`src/sks_pkg.sv`:
```
// Shared types, constants and helper functions of the soft keyboard event scanner.
// Used by the front, queue, back and top level modules; depends on nothing.
package sks_pkg;

  // Key map
  localparam int KEY_COUNT  = 54;
  localparam int KEY_W      = 6;
  localparam int GRID_KEYS  = 40;
  localparam int KEY_CONFIG = 41;
  localparam int LOW_KEYS   = KEY_CONFIG + 1;
  localparam int BUTTONS    = 12;
  localparam logic [KEY_W-1:0] NO_KEY = KEY_W'(KEY_COUNT);

  // Touch grid geometry, in pixels
  localparam int BAND_TOP    = 21;
  localparam int BAND_BOTTOM = 165;
  localparam int GRID_TOP    = 36;
  localparam int X_LEFT      = 2;
  localparam int COL_PITCH   = 25;
  localparam int ROW_PITCH   = 30;
  localparam int KEY_HEIGHT  = 17;
  localparam int GRID_COLS   = 10;
  localparam int GRID_ROWS   = 4;

  // Register reset values and widths
  localparam int TGT_W = 36;
  localparam logic [TGT_W-1:0] PAD_FIRST_RESET  = 36'd31291359558;
  localparam logic [TGT_W-1:0] PAD_SECOND_RESET = 36'd58902408630;

  // Default depth of the poll queue
  localparam int QUEUE_DEPTH = 2;

  typedef enum logic [1:0] {
    CFG_STICKY     = 2'd0,
    CFG_PAD_FIRST  = 2'd1,
    CFG_PAD_SECOND = 2'd2
  } cfg_index_e;

  typedef enum logic {
    BK_IDLE = 1'b0,
    BK_SCAN = 1'b1
  } back_state_e;

  // One classified poll: which keys changed and their new down bits
  typedef struct packed {
    logic [KEY_COUNT-1:0] changed;
    logic [KEY_COUNT-1:0] down;
  } poll_t;

  // Button index that owns pad key k (k from 42 upward)
  function automatic int own_button(input int k);
    own_button = (k >= 46) ? (k - 46) : (k - 42 + 8);
  endfunction

  // Key under a touch point on the grid, or NO_KEY on a miss
  function automatic logic [KEY_W-1:0] locate(input logic [7:0] x, input logic [7:0] y);
    logic [7:0]       xm;
    logic [7:0]       d;
    logic [7:0]       rowoff;
    logic [7:0]       rem;
    logic [3:0]       col;
    logic [2:0]       row;
    logic [KEY_W-1:0] key;
    xm  = x - 8'(X_LEFT + 1);
    d   = y - 8'(GRID_TOP + 1);
    col = '0;
    row = '0;
    for (int i = 1; i <= GRID_COLS; i++) begin
      if (xm >= 8'(COL_PITCH * i)) col = col + 4'd1;
    end
    for (int i = 1; i <= GRID_ROWS; i++) begin
      if (d >= 8'(ROW_PITCH * i)) row = row + 3'd1;
    end
    rowoff = 8'(row) * 8'(ROW_PITCH);
    rem    = d - rowoff;
    key    = KEY_W'(col) + KEY_W'(row) * KEY_W'(GRID_COLS);
    if (y <= 8'(GRID_TOP) || x <= 8'(X_LEFT) || col >= 4'(GRID_COLS) ||
        row >= 3'(GRID_ROWS) || rem >= 8'(KEY_HEIGHT)) begin
      locate = NO_KEY;
    end else begin
      locate = key;
    end
  endfunction

endpackage

```
`src/soft_keyboard_event_scanner.sv`:
```
// Soft keyboard event scanner: a poll is taken whenever the queue has room and its new
// key state is committed at once. The back end then loads the poll and scans one key
// index per cycle up to the highest changed key, waiting at a changed key while the output
// register is full; a poll with no change gives one empty closing result instead.
// A result passes through a queue entry and the output register; output stalls delay it.
// Reset: all keys up, no key last touched, registers at reset values, queue empty.
module soft_keyboard_event_scanner #(
  parameter int QueueDepth = sks_pkg::QUEUE_DEPTH
) (
  input  logic                          clk_i,
  input  logic                          rst_ni,
  // configuration write channel
  input  logic                          cfg_valid_i,
  output logic                          cfg_ready_o,
  input  logic [1:0]                    cfg_index_i,
  input  logic [sks_pkg::KEY_COUNT-1:0] cfg_data_i,
  // poll stream
  input  logic                          s_axis_tvalid,
  output logic                          s_axis_tready,
  // [11:0] buttons_held, [12] touch_held, [13] touch_ok, [21:14] touch_x,
  // [29:22] touch_y, [30] map_enable, [31] zero
  input  logic [31:0]                   s_axis_tdata,
  // event stream
  output logic                          m_axis_tvalid,
  input  logic                          m_axis_tready,
  output logic [7:0]                    m_axis_tdata,  // [5:0] key_code, [6] pressed, [7] zero
  output logic                          m_axis_tuser,  // [0] event_valid
  output logic                          m_axis_tlast   // last_event
);

  logic           push;
  logic           pop;
  logic           full;
  logic           empty;
  sks_pkg::poll_t push_data;
  sks_pkg::poll_t pop_data;

  sks_front u_front (
    .clk_i         (clk_i),
    .rst_ni        (rst_ni),
    .cfg_valid_i   (cfg_valid_i),
    .cfg_ready_o   (cfg_ready_o),
    .cfg_index_i   (cfg_index_i),
    .cfg_data_i    (cfg_data_i),
    .s_axis_tvalid (s_axis_tvalid),
    .s_axis_tready (s_axis_tready),
    .s_axis_tdata  (s_axis_tdata),
    .push_o        (push),
    .push_data_o   (push_data),
    .full_i        (full)
  );

  sks_queue #(
    .Depth (QueueDepth)
  ) u_queue (
    .clk_i       (clk_i),
    .rst_ni      (rst_ni),
    .push_i      (push),
    .push_data_i (push_data),
    .full_o      (full),
    .pop_i       (pop),
    .pop_data_o  (pop_data),
    .empty_o     (empty)
  );

  sks_back u_back (
    .clk_i         (clk_i),
    .rst_ni        (rst_ni),
    .empty_i       (empty),
    .pop_data_i    (pop_data),
    .pop_o         (pop),
    .m_axis_tvalid (m_axis_tvalid),
    .m_axis_tready (m_axis_tready),
    .m_axis_tdata  (m_axis_tdata),
    .m_axis_tuser  (m_axis_tuser),
    .m_axis_tlast  (m_axis_tlast)
  );

endmodule

```
`src/sks_front.sv`:
```
// Front end: configuration registers, key state and classification of each poll.
// Depends on sks_pkg; pushes one sks_pkg::poll_t per accepted poll.
module sks_front (
  input  logic                          clk_i,
  input  logic                          rst_ni,
  // configuration write channel
  input  logic                          cfg_valid_i,
  output logic                          cfg_ready_o,
  input  logic [1:0]                    cfg_index_i,
  input  logic [sks_pkg::KEY_COUNT-1:0] cfg_data_i,
  // poll stream
  input  logic                          s_axis_tvalid,
  output logic                          s_axis_tready,
  input  logic [31:0]                   s_axis_tdata,
  // queue write side
  output logic                          push_o,
  output sks_pkg::poll_t                push_data_o,
  input  logic                          full_i
);

  logic [sks_pkg::KEY_COUNT-1:0] sticky_q;
  logic [sks_pkg::TGT_W-1:0]     pad_first_q;
  logic [sks_pkg::TGT_W-1:0]     pad_second_q;
  logic [sks_pkg::KEY_COUNT-1:0] key_down_q, key_down_d;
  logic [sks_pkg::KEY_W-1:0]     last_touched_q, last_touched_d;

  logic [11:0] buttons;
  logic        held;
  logic        ok;
  logic [7:0]  tx;
  logic [7:0]  ty;
  logic        map_en;
  logic        band;
  logic [sks_pkg::KEY_W-1:0]     pos;
  logic [sks_pkg::KEY_COUNT-1:0] touched;
  logic [sks_pkg::KEY_COUNT-1:0] touch_next;
  logic [sks_pkg::KEY_COUNT-1:0] pad_next;
  logic [sks_pkg::KEY_W-1:0]     tgt [sks_pkg::BUTTONS];
  logic [sks_pkg::BUTTONS-1:0]   hit;
  logic                          mapped;
  logic                          accept;

  // Unpack the poll sample
  assign buttons = s_axis_tdata[11:0];
  assign held    = s_axis_tdata[12];
  assign ok      = s_axis_tdata[13];
  assign tx      = s_axis_tdata[21:14];
  assign ty      = s_axis_tdata[29:22];
  assign map_en  = s_axis_tdata[30];

  assign cfg_ready_o   = 1'b1;
  assign s_axis_tready = ~full_i;
  assign accept        = s_axis_tvalid & ~full_i;

  // Locate the touch
  assign band = (ty < 8'(sks_pkg::BAND_TOP)) || (ty > 8'(sks_pkg::BAND_BOTTOM));
  assign pos  = sks_pkg::locate(tx, ty);

  // Apply the touch to the sticky-held low keys
  always_comb begin
    touch_next     = key_down_q & sticky_q &
                     {{(sks_pkg::KEY_COUNT-sks_pkg::LOW_KEYS){1'b0}},
                      {sks_pkg::LOW_KEYS{1'b1}}};
    touched        = '0;
    last_touched_d = last_touched_q;
    if (!held) begin
      last_touched_d = sks_pkg::NO_KEY;
    end else if (ok) begin
      if (band) begin
        touch_next[sks_pkg::KEY_CONFIG] = 1'b1;
      end else if (pos != sks_pkg::NO_KEY) begin
        touched[pos] = 1'b1;
        if (sticky_q[pos]) begin
          if (last_touched_q != pos) touch_next[pos] = ~key_down_q[pos];
        end else begin
          touch_next[pos] = 1'b1;
        end
        last_touched_d = pos;
      end
    end
  end

  // Pick each button's mapping target
  always_comb begin
    for (int b = 0; b < sks_pkg::BUTTONS; b++) begin
      if (b < 2) tgt[b] = pad_first_q[(4 + b) * 6 +: 6];
      else if (b < 8) tgt[b] = pad_second_q[(b - 2) * 6 +: 6];
      else tgt[b] = pad_first_q[(b - 8) * 6 +: 6];
      hit[b] = map_en & buttons[b] & (tgt[b] < sks_pkg::NO_KEY);
    end
  end

  // Resolve pad keys and mappings per key; a later own-key write wins over earlier mappings
  always_comb begin
    mapped = 1'b0;
    for (int k = 0; k < sks_pkg::KEY_COUNT; k++) begin
      mapped = 1'b0;
      for (int j = 0; j < sks_pkg::BUTTONS; j++) begin
        if (hit[j] && tgt[j] == sks_pkg::KEY_W'(k) && !touched[k] &&
            (k < sks_pkg::LOW_KEYS || j > sks_pkg::own_button(k))) begin
          mapped = 1'b1;
        end
      end
      if (k < sks_pkg::LOW_KEYS) begin
        pad_next[k] = touch_next[k] | mapped;
      end else begin
        pad_next[k] = buttons[sks_pkg::own_button(k)] | mapped;
      end
    end
  end

  assign key_down_d          = accept ? pad_next : key_down_q;
  assign push_o              = accept;
  assign push_data_o.changed = pad_next ^ key_down_q;
  assign push_data_o.down    = pad_next;

  // Hold key state; commit on each poll transaction
  always_ff @(posedge clk_i or negedge rst_ni) begin
    if (!rst_ni) begin
      key_down_q     <= '0;
      last_touched_q <= sks_pkg::NO_KEY;
    end else if (accept) begin
      key_down_q     <= key_down_d;
      last_touched_q <= last_touched_d;
    end
  end

  // Configuration registers
  always_ff @(posedge clk_i or negedge rst_ni) begin
    if (!rst_ni) begin
      sticky_q     <= '0;
      pad_first_q  <= sks_pkg::PAD_FIRST_RESET;
      pad_second_q <= sks_pkg::PAD_SECOND_RESET;
    end else if (cfg_valid_i) begin
      unique case (sks_pkg::cfg_index_e'(cfg_index_i))
        sks_pkg::CFG_STICKY:     sticky_q     <= cfg_data_i;
        sks_pkg::CFG_PAD_FIRST:  pad_first_q  <= cfg_data_i[sks_pkg::TGT_W-1:0];
        sks_pkg::CFG_PAD_SECOND: pad_second_q <= cfg_data_i[sks_pkg::TGT_W-1:0];
        default: ;
      endcase
    end
  end

endmodule

```
`src/sks_queue.sv`:
```
// Short queue of classified polls between the front and back ends.
// Depends on sks_pkg for the entry type.
module sks_queue #(
  parameter int Depth = sks_pkg::QUEUE_DEPTH
) (
  input  logic           clk_i,
  input  logic           rst_ni,
  input  logic           push_i,
  input  sks_pkg::poll_t push_data_i,
  output logic           full_o,
  input  logic           pop_i,
  output sks_pkg::poll_t pop_data_o,
  output logic           empty_o
);

  localparam int PtrW = $clog2(Depth);
  localparam int CntW = $clog2(Depth + 1);

  sks_pkg::poll_t  entries_q [Depth];
  logic [PtrW-1:0] wr_ptr_q, wr_ptr_d;
  logic [PtrW-1:0] rd_ptr_q, rd_ptr_d;
  logic [CntW-1:0] count_q, count_d;

  assign full_o     = (count_q == CntW'(Depth));
  assign empty_o    = (count_q == '0);
  assign pop_data_o = entries_q[rd_ptr_q];

  // Advance pointers with wrap, track fill level
  always_comb begin
    wr_ptr_d = wr_ptr_q;
    rd_ptr_d = rd_ptr_q;
    count_d  = count_q;
    if (push_i) begin
      wr_ptr_d = (wr_ptr_q == PtrW'(Depth - 1)) ? '0 : wr_ptr_q + PtrW'(1);
    end
    if (pop_i) begin
      rd_ptr_d = (rd_ptr_q == PtrW'(Depth - 1)) ? '0 : rd_ptr_q + PtrW'(1);
    end
    if (push_i && !pop_i) count_d = count_q + CntW'(1);
    else if (!push_i && pop_i) count_d = count_q - CntW'(1);
  end

  always_ff @(posedge clk_i or negedge rst_ni) begin
    if (!rst_ni) begin
      wr_ptr_q <= '0;
      rd_ptr_q <= '0;
      count_q  <= '0;
    end else begin
      wr_ptr_q <= wr_ptr_d;
      rd_ptr_q <= rd_ptr_d;
      count_q  <= count_d;
    end
  end

  // Store entries
  always_ff @(posedge clk_i) begin
    if (push_i) entries_q[wr_ptr_q] <= push_data_i;
  end

endmodule

```
`src/sks_back.sv`:
```
// Back end: scans the changed-key mask of each queued poll and emits key events.
// Depends on sks_pkg; drives the result stream from an output register.
module sks_back (
  input  logic           clk_i,
  input  logic           rst_ni,
  // queue read side
  input  logic           empty_i,
  input  sks_pkg::poll_t pop_data_i,
  output logic           pop_o,
  // result stream
  output logic           m_axis_tvalid,
  input  logic           m_axis_tready,
  output logic [7:0]     m_axis_tdata,  // [5:0] key_code, [6] pressed, [7] zero
  output logic           m_axis_tuser,  // [0] event_valid
  output logic           m_axis_tlast   // last_event
);

  sks_pkg::back_state_e state_q, state_d;

  logic [sks_pkg::KEY_COUNT-1:0] rem_q, rem_d;
  logic [sks_pkg::KEY_COUNT-1:0] down_q, down_d;
  logic [sks_pkg::KEY_W-1:0]     idx_q, idx_d;
  logic                          out_valid_q, out_valid_d;
  logic [sks_pkg::KEY_W-1:0]     out_key_q, out_key_d;
  logic                          out_pressed_q, out_pressed_d;
  logic                          out_event_q, out_event_d;
  logic                          out_last_q, out_last_d;

  logic                          out_free;
  logic [sks_pkg::KEY_COUNT-1:0] rem_cleared;
  logic                          rem_done;

  assign out_free    = ~out_valid_q | m_axis_tready;
  assign rem_cleared = rem_q & ~(sks_pkg::KEY_COUNT'(1) << idx_q);
  assign rem_done    = (rem_cleared == '0);

  // Next state
  always_comb begin
    state_d = state_q;
    unique case (state_q)
      sks_pkg::BK_IDLE: begin
        if (!empty_i && out_free && pop_data_i.changed != '0) state_d = sks_pkg::BK_SCAN;
      end
      sks_pkg::BK_SCAN: begin
        if (rem_q[idx_q] && out_free && rem_done) state_d = sks_pkg::BK_IDLE;
      end
      default: state_d = sks_pkg::BK_IDLE;
    endcase
  end

  // Datapath and outputs
  always_comb begin
    pop_o         = 1'b0;
    rem_d         = rem_q;
    down_d        = down_q;
    idx_d         = idx_q;
    out_valid_d   = out_valid_q & ~m_axis_tready;
    out_key_d     = out_key_q;
    out_pressed_d = out_pressed_q;
    out_event_d   = out_event_q;
    out_last_d    = out_last_q;
    unique case (state_q)
      sks_pkg::BK_IDLE: begin
        if (!empty_i && out_free) begin
          pop_o  = 1'b1;
          rem_d  = pop_data_i.changed;
          down_d = pop_data_i.down;
          idx_d  = '0;
          if (pop_data_i.changed == '0) begin
            // no change: one empty closing result
            out_valid_d   = 1'b1;
            out_event_d   = 1'b0;
            out_key_d     = '0;
            out_pressed_d = 1'b0;
            out_last_d    = 1'b1;
          end
        end
      end
      sks_pkg::BK_SCAN: begin
        if (!rem_q[idx_q]) begin
          idx_d = idx_q + sks_pkg::KEY_W'(1);
        end else if (out_free) begin
          out_valid_d   = 1'b1;
          out_event_d   = 1'b1;
          out_key_d     = idx_q;
          out_pressed_d = down_q[idx_q];
          out_last_d    = rem_done;
          rem_d         = rem_cleared;
          idx_d         = idx_q + sks_pkg::KEY_W'(1);
        end
      end
      default: ;
    endcase
  end

  always_ff @(posedge clk_i or negedge rst_ni) begin
    if (!rst_ni) begin
      state_q     <= sks_pkg::BK_IDLE;
      out_valid_q <= 1'b0;
    end else begin
      state_q     <= state_d;
      out_valid_q <= out_valid_d;
    end
  end

  // Payload registers
  always_ff @(posedge clk_i) begin
    rem_q         <= rem_d;
    down_q        <= down_d;
    idx_q         <= idx_d;
    out_key_q     <= out_key_d;
    out_pressed_q <= out_pressed_d;
    out_event_q   <= out_event_d;
    out_last_q    <= out_last_d;
  end

  assign m_axis_tvalid = out_valid_q;
  assign m_axis_tdata  = {1'b0, out_pressed_q, out_key_q};
  assign m_axis_tuser  = out_event_q;
  assign m_axis_tlast  = out_last_q;

endmodule

```
`config.mk`:
```
export PLATFORM = sky130hd
export DESIGN_NAME = soft_keyboard_event_scanner
export DESIGN_NICKNAME = d
export VERILOG_FILES = /design/src/sks_pkg.sv /design/src/soft_keyboard_event_scanner.sv /design/src/sks_front.sv /design/src/sks_queue.sv /design/src/sks_back.sv
export SDC_FILE = /design/constraint.sdc
export NUM_CORES = 1
export LEC_CHECK = 0
export BUFFER_PORTS_ARGS = -buffer_cell sky130_fd_sc_hd__buf_2
export CAP_MARGIN = 20
export CORE_ASPECT_RATIO = 0.9
export CORE_MARGIN = 2
export CORE_UTILIZATION = 55
export CTS_CLUSTER_DIAMETER = 60
export CTS_CLUSTER_SIZE = 8
export DETAILED_ROUTE_END_ITERATION = 7
export PLACE_DENSITY = 0.75
export REMOVE_ABC_BUFFERS = 1
export SETUP_SLACK_MARGIN = 0.15
export SLEW_MARGIN = 5
export SYNTH_ARGS = -nofsm -noshare
export SYNTH_HDL_FRONTEND = slang
export SYNTH_HIERARCHICAL = 1
export SYNTH_SLANG_ARGS = --single-unit
```
`constraint.sdc`:
```
create_clock -name clk_i -period 6.7 [get_ports clk_i]
set_input_delay 0.67 -clock clk_i [delete_from_list [all_inputs] [get_ports clk_i]]
set_output_delay 0.67 -clock clk_i [all_outputs]
set_load 0.05 [all_outputs]
```
==> results.ini, run 1 <==
[floorplanning]
die_h_um = 241
boundaryPins = 106
num_rows = 86
initial_core_util_pct = 55.9
dieWidth_um = 268

[cts]
cts_sinks = 531
numCtsBuffers = 80
cts_root_buf = clkbuf_16
holdBufCountCts = 0
clockBufferDepth = 3
ctsHtreeMaxLevel = 3

[yosys]
syn_inst = 3425
ys_seq_area_share_pct = 43.7
syn_avg_cell_area_um2 = 10.0
synthTopCellsByArea = edfxtp_1 30%, dfrtp_1 11%, mux2_2 7.9%
yosysUniqueCellTypes = 117
yosysTopAreaCell = edfxtp_1
netlist_area_um2 = 34400
synth_top_area_share_pct = 29.6
yosys_warnings = 6
ys_async_sr_fraction_pct = 36.2
synth-edff-count = 339
synth-seq-cells = 531
synthFlopType = edfxtp_1

[global_routing]
grt_max_degree = 87

[status]
stop_error = [ERROR GRT-0183] Net u_back/rem_q\[24\]: the 3D maze router ran out of legal paths (heap underflow) - the net is boxed in by local congestion or blockages.
status = aborted with a tool error
stop_stage = global routing (5_1_grt)

[place]
hpwlAfterDp_um = 125000
gp_congestion = 1.12
port_buffers = 102

==> metrics by stage <==
step           instance area, um2  instances  util [%]  setup slack [ns]
2_1_floorplan               33500       3212         -             -4.70
3_3_place_gp                39200       4669      63.7             -4.28
3_5_place_dp                39200       4669      63.7             -4.63
4_1_cts                     43500       4871      70.8             -3.12
==> timing repair <==
action / CTS
pin swaps: 105
gates cloned: 2
setup buffers: 50
resized for setup: 319
setup endpoints to repair: 271
==> synth_stat cells, drive strengths merged, types with 30 or more instances <==
master / count
nor3: 169
dfstp: 42
dfrtp: 150
buf: 63
a31oi: 33
nand2b: 75
o211ai: 52
a22oi: 42
a32oi: 30
ha: 43
clkbuf: 150
edfxtp: 339
nand2: 297
nor4: 59
nand4: 50
mux2: 255
a221oi: 34
xnor2: 43
nor2: 251
nor2b: 47
inv: 112
o21ai: 191
nand3: 111
mux4: 49
a21oi: 117
a211oi: 31
o22ai: 75
or3: 49
==> kinds of logic after synthesis <==
group / share of synthesized area, %
buffers and inverters: 3.94
adders and majority gates: 1.83
muxes: 12.3
and+or+nand+nor: 18.1
xor gates and xnor gates: 1.83
DFF: 43.7
AOI/OAI and AO/OA: 18.3
other: 0.0218
==> run 2: changes to the inputs <==
- CORE_ASPECT_RATIO: 0.9 -> not set
- CORE_UTILIZATION: 55 -> 40
- CTS_CLUSTER_DIAMETER: 60 -> not set
- CTS_CLUSTER_SIZE: 8 -> not set
- PLACE_DENSITY: 0.75 -> not set
- PLACE_DENSITY_LB_ADDON: not set -> 0.15
- SETUP_SLACK_MARGIN: 0.15 -> not set
- clock period: 6.7 -> 8.7 ns (I/O delays scaled with it)
==> run 2 against run 1 <==
The flow now finishes, with violations (setup timing); synthesized cell count unchanged; area after synthesis unchanged.
==> results.ini, run 2 <==
[detailed_routing]
drcViolationCount = 0
ant_nets = 0
dr.first_iter.drc_count = 3744
avgViaCountPerCell = 6.37
routed_wl_um = 164000
first_pass_iters = 6
post_drt_wl_per_cell_um = 31.7
dr_total_vias = 33000

[global_routing]
global_route.usage.total_pct = 35.9
antenna_found_initial = 8
grt_overflow = 0
grt_max_degree = 92
grt_pass1_vias = 32000
grt_first_pass_wirelength_um = 231000

[cts]
cts_sinks = 531
clkLatencyLatePin_ns = 0.67
clockBufferDepth = 3
cts_root_buf = clkbuf_16
numCtsBuffers = 58
cts_tree = yes
clk_pin_slew_ns = 0.06
ctsHtreeMaxLevel = 2

[yosys]
synthTopCellsByArea = edfxtp_1 30%, dfrtp_1 11%, mux2_2 7.9%
synth.most_common_cell = edfxtp_1
synth-seq-cells = 531
netlist_area_um2 = 34400
synth_top_area_share_pct = 29.6
synth_commonest_cells = 339 x edfxtp_1, 297 x nand2_1, 250 x nor2_1
synth-edff-count = 339
yosysTopAreaCell = edfxtp_1
ys_seq_area_share_pct = 43.7
synthFlopType = edfxtp_1
yosysUniqueCellTypes = 117
yosys_warnings = 6
syn_inst = 3425
syn_avg_cell_area_um2 = 10.0
ys_async_sr_fraction_pct = 36.2

[final_layout]
largest_reg_flops = 216
fillers = 7835
regArea_um2 = 15000
area_growth_pct = 28.2
final_common_cell = buf_4
final_cell_mix = 521 x buf_4, 339 x edfxtp_1, 283 x nand2_1, 237 x mux2_2, 224 x nor2_1
drive_gt1_share_pct = 35.6
multi_input_area_um2 = 19600
regMostFlops = u_queue/entries_q
final_net_count = 4116

[place]
hpwlAfterDp_um = 125000
gp_congestion = 1.06
port_buffers = 102

[flow_run]
cap_violations = 0

[timing]
slew_headroom_pct = 15.8
period_share_pct = 113
max_clock_freq_mhz = 101
finalClockSkew_ns = 0.0303
final-hold-violation-count = 0
final.setup.worst_slack_ns = -1.16
rsz0062_at_grt = true
tns_ns = -217.99
setup_viol = 263
hold_slack_ns = 0.213
worstMarginPinSlew_ns = 1.25
finalWorstPathRequiredPeriod_ns = 9.86
slew_viol_final = 0

[min_path]
hp-class = in -> async

[power]
pwr_density_cell_nw_per_um2 = 360
vdd_drop_max_mv = 0.460
power.leakage_nw = 16.5

[floorplanning]
initial_core_util_pct = 40.4
die_h_um = 297
die-area_um2 = 88400
boundaryPins = 106
design.core.area_um2 = 85300
num_rows = 107
dieWidth_um = 297

[worst_setup_path]
crit_fanout = 7
start_kind = input port
cp.arrival_ns = 10.40
crit_required_ns = 9.23
max_stage_delay_ns = 0.62
critPathKind = in -> reg
worstSetupEndpointType = flip-flop
cp_slowest_cell = fa_2

[status]
status = complete, but fails checks
violations = setup timing

==> run 2: worst paths after layout <==
kind	startpoint	endpoint	slack, ns	depth (start not counted)
worst max-delay path	s_axis_tdata[14]	u_front/key_down_q[29]	-1.16	54
worst min-delay path	rst_ni	u_front/pad_first_q[31]	0.21	1
worst max register to register	u_front/pad_second_q[3]	u_queue/entries_q[1][66]	4.37	10
worst min register to register	u_queue/count_q[1]	u_queue/count_q[1]	0.49	1
max in group asynchronous	rst_ni	u_back/state_q	7.05	2
min in group clk_i	cfg_data_i[52]	u_front/sticky_q[52]	0.43	2
==> run 2: cell type report <==
cell class	instances	share of cell area, %
Multi-Input combinational cell	2567	44.5
Sequential cell	531	34.1
Timing Repair Buffer	704	12.5
Clock buffer	82	3.72
Tap cell	1144	3.24
Inverter	114	0.975
Clock inverter	27	0.927
Antenna cell	3	0.0170
==> run 2: routing by layer <==
layer,wire length (um),vias up,global-route usage [%]
met5,37,-,0.162
met4,11700,6,20.5
met3,12500,533,6.15
met2,74000,1780,57.3
met1,65500,16300,46.0
li1,-,14300,-
==> run 2: through the flow <==
step	util [%]	worst slack (ns)	std cells	power [mW]	instance area, um2
6_report	51.7	-1.16	5172	15.9	44100
5_1_grt	51.7	-1.60	5170	16.5	44100
4_1_cts	50.9	-1.11	5151	15.4	43400
3_5_place_dp	46.4	-2.64	4975	12.0	39600
3_3_place_gp	46.4	-2.56	4975	12.0	39600
2_1_floorplan	-	-2.90	3212	8.19	33500
==> run 2: critical path: cells and delay by family <==
family / cells / cell delay [ns]
compound gates: 17 / 3.44
buf+inv: 14 / 1.57
simple gates: 12 / 1.52
mux: 1 / 0.16
fa+ha+maj: 10 / 2.82
==> run 2: cells by family (layout without fill, tap and decap cells) <==
logic type	Yosys count	after routing	share of synthesized area, %
other cells	2	5	0.0218
fa+ha+maj	48	48	1.83
flops	531	531	43.7
simple gates	1236	1236	18.1
xor+xnor	66	66	1.83
compound gates	889	889	18.3
buf+inv	327	927	3.94
mux	326	326	12.3
==> run 2: power by group <==
part	switching (mW)	internal, mW
clock network	1.09	1.56
registers	0.802	3.75
logic	4.97	3.69
total	6.87	9.00
==> run 2: what timing repair did <==
action	CTS	global route
hold buffers	0	0
gates resized for setup	299	122
gates cloned	2	2
pin swaps	104	100
hold endpoints to repair	0	0
setup endpoints to repair	271	271
setup buffers	76	20
(Power assumes the default switching activity.)
